## src/hdl/rbsr_pkg.sv

```systemverilog
// ----------------------------------------------------------------------------
// rbsr_pkg
// Shared constants, operation codes and controller/datapath interface types
// for the rotating buffer with swap and read.
// ----------------------------------------------------------------------------
`default_nettype none

package rbsr_pkg;

    localparam int MAX_ENTRIES = 1024;
    localparam int WORD_BITS   = 32;

    localparam int IDX_W  = $clog2(MAX_ENTRIES);
    localparam int SIZE_W = IDX_W + 1;
    localparam int CNT_W  = $clog2(IDX_W);
    localparam int OP_W   = 2;

    localparam int S_TDATA_W = ((2 * IDX_W + WORD_BITS + 7) / 8) * 8;
    localparam int M_TDATA_W = ((WORD_BITS + 7) / 8) * 8;

    localparam logic [SIZE_W-1:0] SIZE_RESET = SIZE_W'(MAX_ENTRIES);

    typedef enum logic [OP_W-1:0] {
        OP_LOAD   = 2'd0,
        OP_SWAP   = 2'd1,
        OP_ROTATE = 2'd2,
        OP_READ   = 2'd3
    } t_op;

    typedef struct packed {
        logic cap;
        logic red_step;
        logic map;
        logic mem_wr_load;
        logic mem_rd;
        logic swap_wr_a;
        logic swap_wr_b;
        logic rotate;
        logic out_load;
    } t_cmd;

    typedef struct packed {
        logic need_reduce;
        logic red_last;
        t_op  op;
        logic err;
        logic out_free;
    } t_sts;

endpackage

`default_nettype wire

```

## src/hdl/rbsr_ctrl.sv

```systemverilog
// ----------------------------------------------------------------------------
// rbsr_ctrl
// Controller state machine that sequences offset reduction, slot mapping,
// memory accesses and result hand-off for one word at a time.
// ----------------------------------------------------------------------------
`default_nettype none

module rbsr_ctrl
    import rbsr_pkg::*;
(
    input  wire logic i_clk,
    input  wire logic i_rst_n,
    input  wire logic i_s_axis_tvalid,
    output logic      o_s_axis_tready,
    input  wire t_sts i_sts,
    output t_cmd      o_cmd
);

    typedef enum logic [7:0] {
        ST_IDLE    = 8'b0000_0001,
        ST_REDUCE  = 8'b0000_0010,
        ST_MAP     = 8'b0000_0100,
        ST_EXEC    = 8'b0000_1000,
        ST_RD_WAIT = 8'b0001_0000,
        ST_SWAP_A  = 8'b0010_0000,
        ST_SWAP_B  = 8'b0100_0000,
        ST_FINISH  = 8'b1000_0000
    } t_state;

    t_state r_state;
    t_state n_state;

    assign o_s_axis_tready = (r_state == ST_IDLE);

    always_comb begin
        n_state = r_state;
        o_cmd   = '0;
        unique case (r_state)
            ST_IDLE: begin
                if (i_s_axis_tvalid) begin
                    o_cmd.cap = 1'b1;
                    n_state   = i_sts.need_reduce ? ST_REDUCE : ST_MAP;
                end
            end
            ST_REDUCE: begin
                o_cmd.red_step = 1'b1;
                if (i_sts.red_last) begin
                    n_state = ST_MAP;
                end
            end
            ST_MAP: begin
                o_cmd.map = 1'b1;
                n_state   = ST_EXEC;
            end
            ST_EXEC: begin
                if (i_sts.err) begin
                    n_state = ST_FINISH;
                end else begin
                    unique case (i_sts.op)
                        OP_LOAD: begin
                            o_cmd.mem_wr_load = 1'b1;
                            n_state           = ST_FINISH;
                        end
                        OP_SWAP: begin
                            o_cmd.mem_rd = 1'b1;
                            n_state      = ST_SWAP_A;
                        end
                        OP_ROTATE: begin
                            o_cmd.rotate = 1'b1;
                            n_state      = ST_FINISH;
                        end
                        OP_READ: begin
                            o_cmd.mem_rd = 1'b1;
                            n_state      = ST_RD_WAIT;
                        end
                        default: begin
                            n_state = ST_FINISH;
                        end
                    endcase
                end
            end
            ST_RD_WAIT: begin
                n_state = ST_FINISH;
            end
            ST_SWAP_A: begin
                o_cmd.swap_wr_a = 1'b1;
                n_state         = ST_SWAP_B;
            end
            ST_SWAP_B: begin
                o_cmd.swap_wr_b = 1'b1;
                n_state         = ST_FINISH;
            end
            ST_FINISH: begin
                if (i_sts.out_free) begin
                    o_cmd.out_load = 1'b1;
                    n_state        = ST_IDLE;
                end
            end
            default: begin
                n_state = ST_IDLE;
            end
        endcase
    end

    always_ff @(posedge i_clk) begin
        if (!i_rst_n) begin
            r_state <= ST_IDLE;
        end else begin
            r_state <= n_state;
        end
    end

endmodule

`default_nettype wire

```

## config.mk

```make
export PLATFORM = sky130hd
export DESIGN_NAME = rbsr_ctrl
export DESIGN_NICKNAME = d
export VERILOG_FILES = /design/src/hdl/rbsr_pkg.sv /design/src/hdl/rbsr_ctrl.sv
export SDC_FILE = /design/constraint.sdc
export NUM_CORES = 1
export LEC_CHECK = 0
export ABC_AREA = 1
export BUFFER_PORTS_ARGS = -buffer_cell sky130_fd_sc_hd__buf_2
export CAP_MARGIN = 40
export CORE_MARGIN = 2
export CORE_UTILIZATION = 43
export DETAILED_ROUTE_END_ITERATION = 6
export PLACE_DENSITY = 0.72
export SLEW_MARGIN = 0
export SYNTH_ARGS = -nofsm -noshare
export SYNTH_HDL_FRONTEND = slang
export SYNTH_SLANG_ARGS = --single-unit
```

## constraint.sdc

```tcl
create_clock -name i_clk -period 1.2 [get_ports i_clk]
set_input_delay 0.18 -clock i_clk [delete_from_list [all_inputs] [get_ports i_clk]]
set_output_delay 0.18 -clock i_clk [all_outputs]
set_load 0.05 [all_outputs]
```

## After elaboration in Yosys (flattened, before gate mapping)

Index checks and enable logic that the tools add are counted.

- Reduce and logical (&&, ||, !) cells: 5
- Mux-type cells: 22
- Eq/ne operators: 14

Operator list:

| kind | number |
|---|---|
| 8-bit one-hot mux with 7 select lines | 1 |
| 8-bit two-way mux | 4 |
| 8-bit one-hot mux with 3 select lines | 1 |
| 1-bit two-way mux | 13 |
| 8-bit by 1-bit equality test with 1-bit output, second input constant | 1 |
| 8-bit by 2-bit equality test with 1-bit output, second input constant | 1 |
| 8-bit by 3-bit equality test with 1-bit output, second input constant | 1 |
| 8-bit by 4-bit equality test with 1-bit output, second input constant | 1 |
| 8-bit by 5-bit equality test with 1-bit output, second input constant | 1 |
| 8-bit by 6-bit equality test with 1-bit output, second input constant | 1 |
| 8-bit by 7-bit equality test with 1-bit output, second input constant | 1 |
| 8-bit equality test, second input constant | 1 |
| 2-bit != test, second input constant | 3 |
| 2-bit OR reduction | 3 |
| 2-bit equality test, second input constant | 2 |
| 2-bit two-way mux | 2 |
| 3-bit two-way mux | 1 |
| 3-bit AND reduction | 1 |
| 2-bit by 1-bit equality test with 1-bit output, second input constant | 1 |
| 2-bit zero test | 1 |

- Register bits after elaboration: 8
- Word-level logic and storage cells: 42

## Longest topological paths before layout

Gate-level depths: netlist (run 1).

- Depth after elaboration: 5
- Mapped depth: 9
- Gate-level depth less buffers: 9

## Least setup slack after synthesis (run 1)

OpenSTA, ideal clock, no wires.

- Path type: reg-to-output
- Start: reg r_state[4]
- End: out o_cmd[1] (netlist name)
- Data arrival time: 2.191 ns
- Path buffers: 0
- Cell stages (with the launch flop): 6
- Required time: 1.020 ns
- Path slack: -1.171 ns
- Cells stage by stage: dfxtp_1 -> nor2_4 -> nand2_4 -> inv_4 -> nand2_4 -> nor4_1

RTL lines:

| what | RTL line | source |
|---|---|---|
| start: declaration | rbsr_ctrl.sv:30 | `t_state r_state;` |
| start signal: assignment | rbsr_ctrl.sv:109 | `r_state <= n_state;` |
| end: declaration | rbsr_ctrl.sv:16 | `output t_cmd o_cmd` |

==> results.toml, run 1 <==
[run_status]
outcome = "finished, violations left"
violations = "setup timing"

[hold_path]
hp-class = "input port to register"
hp-start = "i_rst_n"

[placement]
place_hpwl_microns = 1240
portBuffers = 18
place_ws_ns = -0.161
gp_congestion = 0.813

[worst_setup_path]
cp_max_fo = 4
critical_path.endpoint_type = "output port"
cp-start-kind = "register"
cp.arrival_ns = 1.33
crit_required_ns = 1.02
crit_path_start = "r_state[4]"
critPathKind = "register to output port"
r2r_start = "r_state[4]"

[clocking]
root_buffer = "clkbuf_4"
numCtsBuffers = 3
cts_tree = "yes"
clockBufferDepth = 2
clkSinkCount = 8
cts_max_level = 1
clkTransAtPathRegs_ns = 0.06
cts_hold_buffers = 0
insertion_delay_ns = 0.26

[sta]
relSlewSlack_pct = 74.8
timing.final.crit_share_pct = 126
hold_viol = 0
setup_violations = 15
skew_ns = 0.0101
rsz0062_at_grt = "true"
hold_ws_ns = 0.115
period_needed_ns = 1.51
max_freq_mhz = 663
finalSetupTns_ns = -2.98
tightest_slew_ns = 0.377
setup_ws_ns = -0.309
slew_violations = 0

[die]
rows = 13
dieArea_sq_mm = 0.00169
start_util_pct = 45.5
die_w_microns = 41.1
ios = 19
die_h_microns = 41.1
core_sq_mm = 0.00130

[final_layout]
largest_registers = "r_state x8"
finalNetCount = 137
largest_reg_flops = 8
area_delta_synth_final_pct = 88.8
antenna_cells = 0
fin_util_pct = 85.9
top_register = "r_state"
drive_gt1_share_pct = 68.3

[power_and_ir_drop]
netSwitchingPower_uw = 382
leakagePower_nw = 0.531
p_int_uw = 580
total_power_uw = 961
comb_power_share_pct = 46.5
sw_frac_of_total_pct = 39.7
seq_power_share_pct = 31.0
powerDensity_mw_per_mm2 = 860
p_clk_share_pct = 22.5
vdd_drop_max_mv = 0.645

[drt]
detail_route.first_pass.iterations = 4
ant_nets = 0
wl_per_cell_microns = 14.0
vias_per_cell = 5.14
drcViolationCount = 0
vias = 725
drt-initial-drc-count = 21
drt-total-wl_microns = 1970

[yosys]
synth.avg_cell_area_sq_um = 6.80
ys_warn_count = 0
yosysSeqAreaShare_pct = 27.1
synth-seq-cells = 8
synth.distinct_cells = 19
synth_cells = 87
synth_nets = 96
syn_area_sq_um = 592

[run]
cap_violations = 0

[global_routing]
grt_pass1_vias = 660
grt_max_degree = 8
overflow = 0
grt_pass1_wl_microns = 2450
grt_usage_pct = 22.4
antenna_found_initial = 0
routing by layer:
layer / track usage [%] / wire (microns) / up-vias
li1: - / - / 350
met1: 23.1 / 723 / 340
met2: 41.4 / 1100 / 28
met3: 4.89 / 100 / 7
met4: 12.1 / 44 / 0
met5: 0 / 0 / -
worst paths after layout:
check / end / slack, ns / cells after the start
worst min-delay path: r_state[7] / 0.11 / 3
worst max-delay path: o_cmd[5] / -0.31 / 6
worst max register to register: r_state[0] / -0.17 / 10
worst min register to register: r_state[6] / 0.58 / 3
placed cells by master, fill, tap and decap left out, drive strengths merged, types with 2 or more instances in the layout:
cell type,n
clkbuf,3
a21oi,2
buf,36
nor4,5
inv,19
nor3,3
nand3,5
nor2,22
dfxtp,8
nand2,21
area by class of cell:
type / count / area, sq um
clock buffer: 3 / 22.5
tap: 15 / 18.8
multi-input combinational: 60 / 513
timing repair buffer: 36 / 318
fill: 64 / 184
sequential: 8 / 169
inverter: 19 / 76.3
through the flow:
step | std cells | cell area (sq um)
2_1_floorplan | 87 | 689
3_3_place_gp | 134 | 903
3_5_place_dp | 134 | 903
4_1_cts | 140 | 1050
5_1_grt | 141 | 1120
6_report | 141 | 1120
cells in the mapped netlist:
cell      instances  area (sq um)
a21oi_1           2          10.0
dfxtp_1           8           160
inv_1            17          63.8
inv_2             1          3.75
inv_4             1          6.26
nand2_1          16          60.1
nand2_2           2          12.5
nand2_4           3          33.8
nand3_1           3          15.0
nand3_2           2          20.0
nand4_1           1          6.26
nor2_1           14          52.6
nor2_2            3          18.8
nor2_4            4          45.0
nor2_8            1          20.0
nor3_1            2          10.0
nor3_2            1          10.0
nor4_1            5          31.3
o211ai_2          1          12.5
repair_timing:
item,4_1_cts,5_1_grt
endpoints found under the hold margin,0,0
setup endpoints to repair,14,17
pin swaps,5,9
gates resized for setup,36,13
gates cloned,0,0
setup buffers,3,1
cell families (layout without fill, tap and decap cells):
group	count (synthesis)	count (layout)	synth area share, %
buffers and inverters	19	58	12.5
AO/OA/AOI/OAI	3	3	3.81
flip-flops	8	8	27.1
AND/OR/NAND/NOR	57	57	56.7
power by group through the flow:
stage               registers (mW)  clock network [mW]  logic (mW)
floorplan                    0.298                   0       0.238
global placement             0.299                   0       0.338
detailed placement           0.299                   0       0.344
CTS                          0.295               0.204       0.406
global route                 0.298               0.229       0.470
finish                       0.298               0.217       0.447
critical path: stages, from the launching register on:
cell	delay (ns)
dfxtp_2	0.34
nor2_4	0.14
nand2_4	0.08
inv_6	0.08
nand2_8	0.07
nor4_4	0.15
buf_6	0.19
No activity file was read; power rests on OpenSTA's default activity.
==> run 2: changes to the inputs <==
BUFFER_PORTS_ARGS = -buffer_cell sky130_fd_sc_hd__buf_4   (was -buffer_cell sky130_fd_sc_hd__buf_2)
SKIP_CTS_REPAIR_TIMING = 1   (was default)
==> results.toml, run 2 (synthesis gave the netlist of run 1 again) <==
[run_status]
outcome = "finished, violations left"
violations = "setup timing"

[final_layout]
final_common_cell = "buf_4"
largest_reg_flops = 8
regArea_sq_um = 169
top_register = "r_state"
layout_common_cells = "buf_4 (16), inv_1 (15), nand2_1 (13)"
multiInputGateArea_sq_um = 495
antenna_cells = 0
finalNetCount = 131
fin_util_pct = 84.2
largest_registers = "r_state x8"
fillers = 75
drive_gt1_share_pct = 61.7
area_delta_synth_final_pct = 85.2

[global_routing]
antenna_found_initial = 0
grtUsageMet3_pct = 3.26
grt_pass1_vias = 518
grt_pass1_wl_microns = 2090
grt_max_degree = 8
grt_usage_pct = 20.0
grt_use_met2_pct = 32.4
grt-busiest-layer = "met2"
met1_usage_pct = 23.4
overflow = 0

[sta]
max_freq_mhz = 659
skew_ns = 0.00675
relSlewSlack_pct = 80.3
rsz0062_at_grt = "true"
hold_ws_ns = 0.111
finalSetupTns_ns = -3.02
setup_ws_ns = -0.318
hold_viol = 0
setup_violations = 14
timing.final.crit_share_pct = 127
tightest_slew_ns = 0.295
slew_violations = 0
period_needed_ns = 1.52

[power_and_ir_drop]
vdd_drop_max_mv = 0.659
total_power_uw = 907
seq_power_share_pct = 32.4
leakagePower_nw = 0.519
powerDensity_mw_per_mm2 = 827
comb_power_share_pct = 45.0
p_int_uw = 553
p_clk_share_pct = 22.6
sw_frac_of_total_pct = 39.1
netSwitchingPower_uw = 354

[die]
ios = 19
core_sq_mm = 0.00130
die_w_microns = 41.1
start_util_pct = 45.5
dieArea_sq_mm = 0.00169
rows = 13
die_h_microns = 41.1

[drt]
drt-total-wl_microns = 1670
drt-initial-drc-count = 16
wl_per_cell_microns = 12.4
vias = 668
ant_nets = 0
detail_route.first_pass.iterations = 4
vias_per_cell = 4.95
drcViolationCount = 0

[placement]
gp_congestion = 0.834
portBuffers = 18
place_hpwl_microns = 1150

[clocking]
numCtsBuffers = 3
root_buffer = "clkbuf_4"
cts_tree = "yes"
cts_max_level = 1
clkTransAtPathRegs_ns = 0.05
clkSinkCount = 8
clockBufferDepth = 2
insertion_delay_ns = 0.26

[worst_setup_path]
critical_path.endpoint_type = "output port"
crit_required_ns = 1.02
worst-path-buf-inv = 2
cp_max_fo = 5
critPathKind = "register to output port"
cp_slowest_cell = "dfxtp_4"
cp.arrival_ns = 1.34
worstPathCellList = "nor2_4, nand2_4, inv_6, nand2_8, nor4_4, buf_6"
max_stage_delay_ns = 0.36
cp-start-kind = "register"
cp_top_family = "simple AND/OR/NAND/NOR gates"

[run]
cap_violations = 0

[hold_path]
hp-class = "input port to register"
==> run 2: worst register-to-register path: stages (launching register included) <==
cell     delay, ns
dfxtp_4       0.36
nor2_4        0.14
nand2_4       0.09
buf_12        0.14
nor2_4        0.15
buf_6         0.13
nand2_4       0.05
nand3_4       0.08
inv_2         0.03
nand2_1       0.06
nand2_1       0.04
==> run 2: power by group through the flow <==
stage | Sequential (mW) | Combinational [mW] | Clock (mW)
detailed placement | 0.300 | 0.324 | 0
finish | 0.294 | 0.408 | 0.205
global placement | 0.300 | 0.319 | 0
global route | 0.296 | 0.436 | 0.220
floorplan | 0.298 | 0.238 | 0
CTS | 0.295 | 0.325 | 0.207
==> run 2: routing by layer <==
layer	vias to the layer above	share of wire (%)
met5	-	0
met4	0	2.5
met2	20	55
met3	5	4.2
met1	305	38
li1	338	-
==> run 2: worst paths after layout <==
kind / startpoint / endpoint / slack [ns] / depth (start not counted)
setup / recovery: r_state[7] / o_cmd[1] / -0.32 / 6
setup reg to reg: r_state[7] / r_state[0] / -0.18 / 10
hold reg to reg: r_state[5] / r_state[6] / 0.62 / 4
hold / removal: i_sts[3] / r_state[5] / 0.11 / 2
==> run 2: layout make-up <==
class                   instances  area share (%)
clock buffers                   3            2.05
inverters                      19            6.96
multi-input cells              60            45.2
flip-flops and latches          8            15.4
well taps                      15            1.71
repair buffers                 30            28.7
==> run 2: metrics by stage <==
stage | setup slack, ns | instance area, sq um | cells
CTS | -0.357 | 923 | 129
global route | -0.395 | 1100 | 135
detailed placement | -0.0760 | 901 | 126
global placement | -0.0610 | 901 | 126
floorplan | -0.266 | 689 | 87
finish | -0.318 | 1100 | 135
==> run 3: changes to the inputs <==
CORE_AREA = 2 2 39 41   (was default)
CORE_MARGIN = default   (was 2)
CORE_UTILIZATION = default   (was 43)
DIE_AREA = 0 0 41 43   (was default)
PLACE_DENSITY = 0.71   (was 0.72)
SETUP_SLACK_MARGIN = 0.15   (was default)
clock period = 1.6 ns   (was 1.2 ns; I/O delays follow)
==> results.toml, run 3 (synthesis gave the netlist of run 1 again) <==
[die]
die_h_microns = 43
ios = 19
start_util_pct = 42.8
rows = 14
dieArea_sq_mm = 0.00176
core_sq_mm = 0.00138
die_w_microns = 41

[clocking]
root_buffer = "clkbuf_4"
numCtsBuffers = 3
insertion_delay_ns = 0.25
clkSinkCount = 8
clockBufferDepth = 2
clkTransAtPathRegs_ns = 0.05
cts_max_level = 1
cts_tree = "yes"

[global_routing]
overflow = 0
antenna_found_initial = 0
grt_pass1_vias = 513
grt_max_degree = 8
grt_pass1_wl_microns = 2040
grt_usage_pct = 17.3

[sta]
skew_ns = 0.00249
setup_violations = 0
timing.final.crit_share_pct = 98.3
period_needed_ns = 1.57
tightest_slew_ns = 0.234
hold_ws_ns = 0.187
relSlewSlack_pct = 84.4
max_freq_mhz = 636
rsz0062_at_grt = "true"
hold_viol = 0
slew_violations = 0

[drt]
detail_route.first_pass.iterations = 4
drcViolationCount = 0
vias = 598
vias_per_cell = 4.64
drt-initial-drc-count = 11
ant_nets = 0
wl_per_cell_microns = 10.5
drt-total-wl_microns = 1360

[worst_setup_path]
cp_top_family = "simple AND/OR/NAND/NOR gates"
crit_path_start = "r_state[4]"
cp.arrival_ns = 1.33
critPathKind = "register to output port"
r2r_start = "r_state[4]"
worst-path-buf-inv = 2
worstPathCellList = "nor2_4, nand2_4, inv_6, nand2_8, nor4_4, buf_6"
cp_max_fo = 7
critical_path.endpoint_type = "output port"
max_stage_delay_ns = 0.33
cp-start-kind = "register"
crit_required_ns = 1.36
cp_slowest_cell = "dfxtp_2"

[final_layout]
largest_registers = "r_state x8"
finalNetCount = 124
layout_common_cells = "nand2_1 (16), inv_1 (16), buf_4 (16)"
fin_util_pct = 66.4
largest_reg_flops = 8
area_delta_synth_final_pct = 55.2
drive_gt1_share_pct = 50.4
stdcell_area_sq_um = 918
antenna_cells = 0
top_register = "r_state"

[run]
cap_violations = 0

[power_and_ir_drop]
powerDensity_mw_per_mm2 = 661
leakagePower_nw = 0.449
vdd_drop_max_mv = 0.308

[run_status]
outcome = "complete, no violations"

[hold_path]
hp-class = "input port to register"
hp-start = "i_rst_n"

[placement]
placedInstanceArea_sq_um = 810
place_hpwl_microns = 1080
gp_congestion = 0.774
portBuffers = 18
run 3: changes by cell type in the layout (fill, tap and decap cells not counted), moves of 2 or more:
cell     change
buf_12       -2
nand2_1      +3
nand2_4      -3
nor2_4       -3
buf_8        -4
nor2_1       +2
run 3: metal layers:
metal	track usage (%)	part of all wire (%)
met3	5.24	4.1
met4	8.00	0
met1	19.5	44
met2	28.1	52
met5	0	0
run 3: area by class of cell:
cell class | count | area [sq um]
well taps | 16 | 20.0
clock buffers | 3 | 22.5
fillers | 127 | 465
inverters | 19 | 76.3
repair buffers | 23 | 203
multi-input cells | 60 | 432
flip-flops and latches | 8 | 165
run 3: through the flow:
step	setup TNS, ns	total power [mW]	setup WS (ns)	instances
floorplan	-0.0426	0.387	-0.0426	87
detailed placement	0	0.448	0.124	121
global route	-0.134	0.647	-0.0583	129
finish	0	0.607	0.0279	129
global placement	0	0.446	0.137	121
CTS	-0.249	0.595	-0.149	124
run 3: tightest hold or removal path, stage by stage:
cell	delay [ns]
buf_4	0.08
nand2_1	0.04
inv_1	0.04
run 3: worst paths after layout:
check,endpoint,slack [ns],depth (start not counted)
min reg2reg,r_state[6],0.57,3
min,r_state[7],0.19,3
max,o_cmd[1],0.03,6
max reg2reg,r_state[0],0.23,10
run 3: power breakdown:
group | internal (mW) | switching, mW
logic | 0.0828 | 0.158
registers | 0.210 | 0.00961
clock network | 0.0853 | 0.0605
total | 0.378 | 0.229
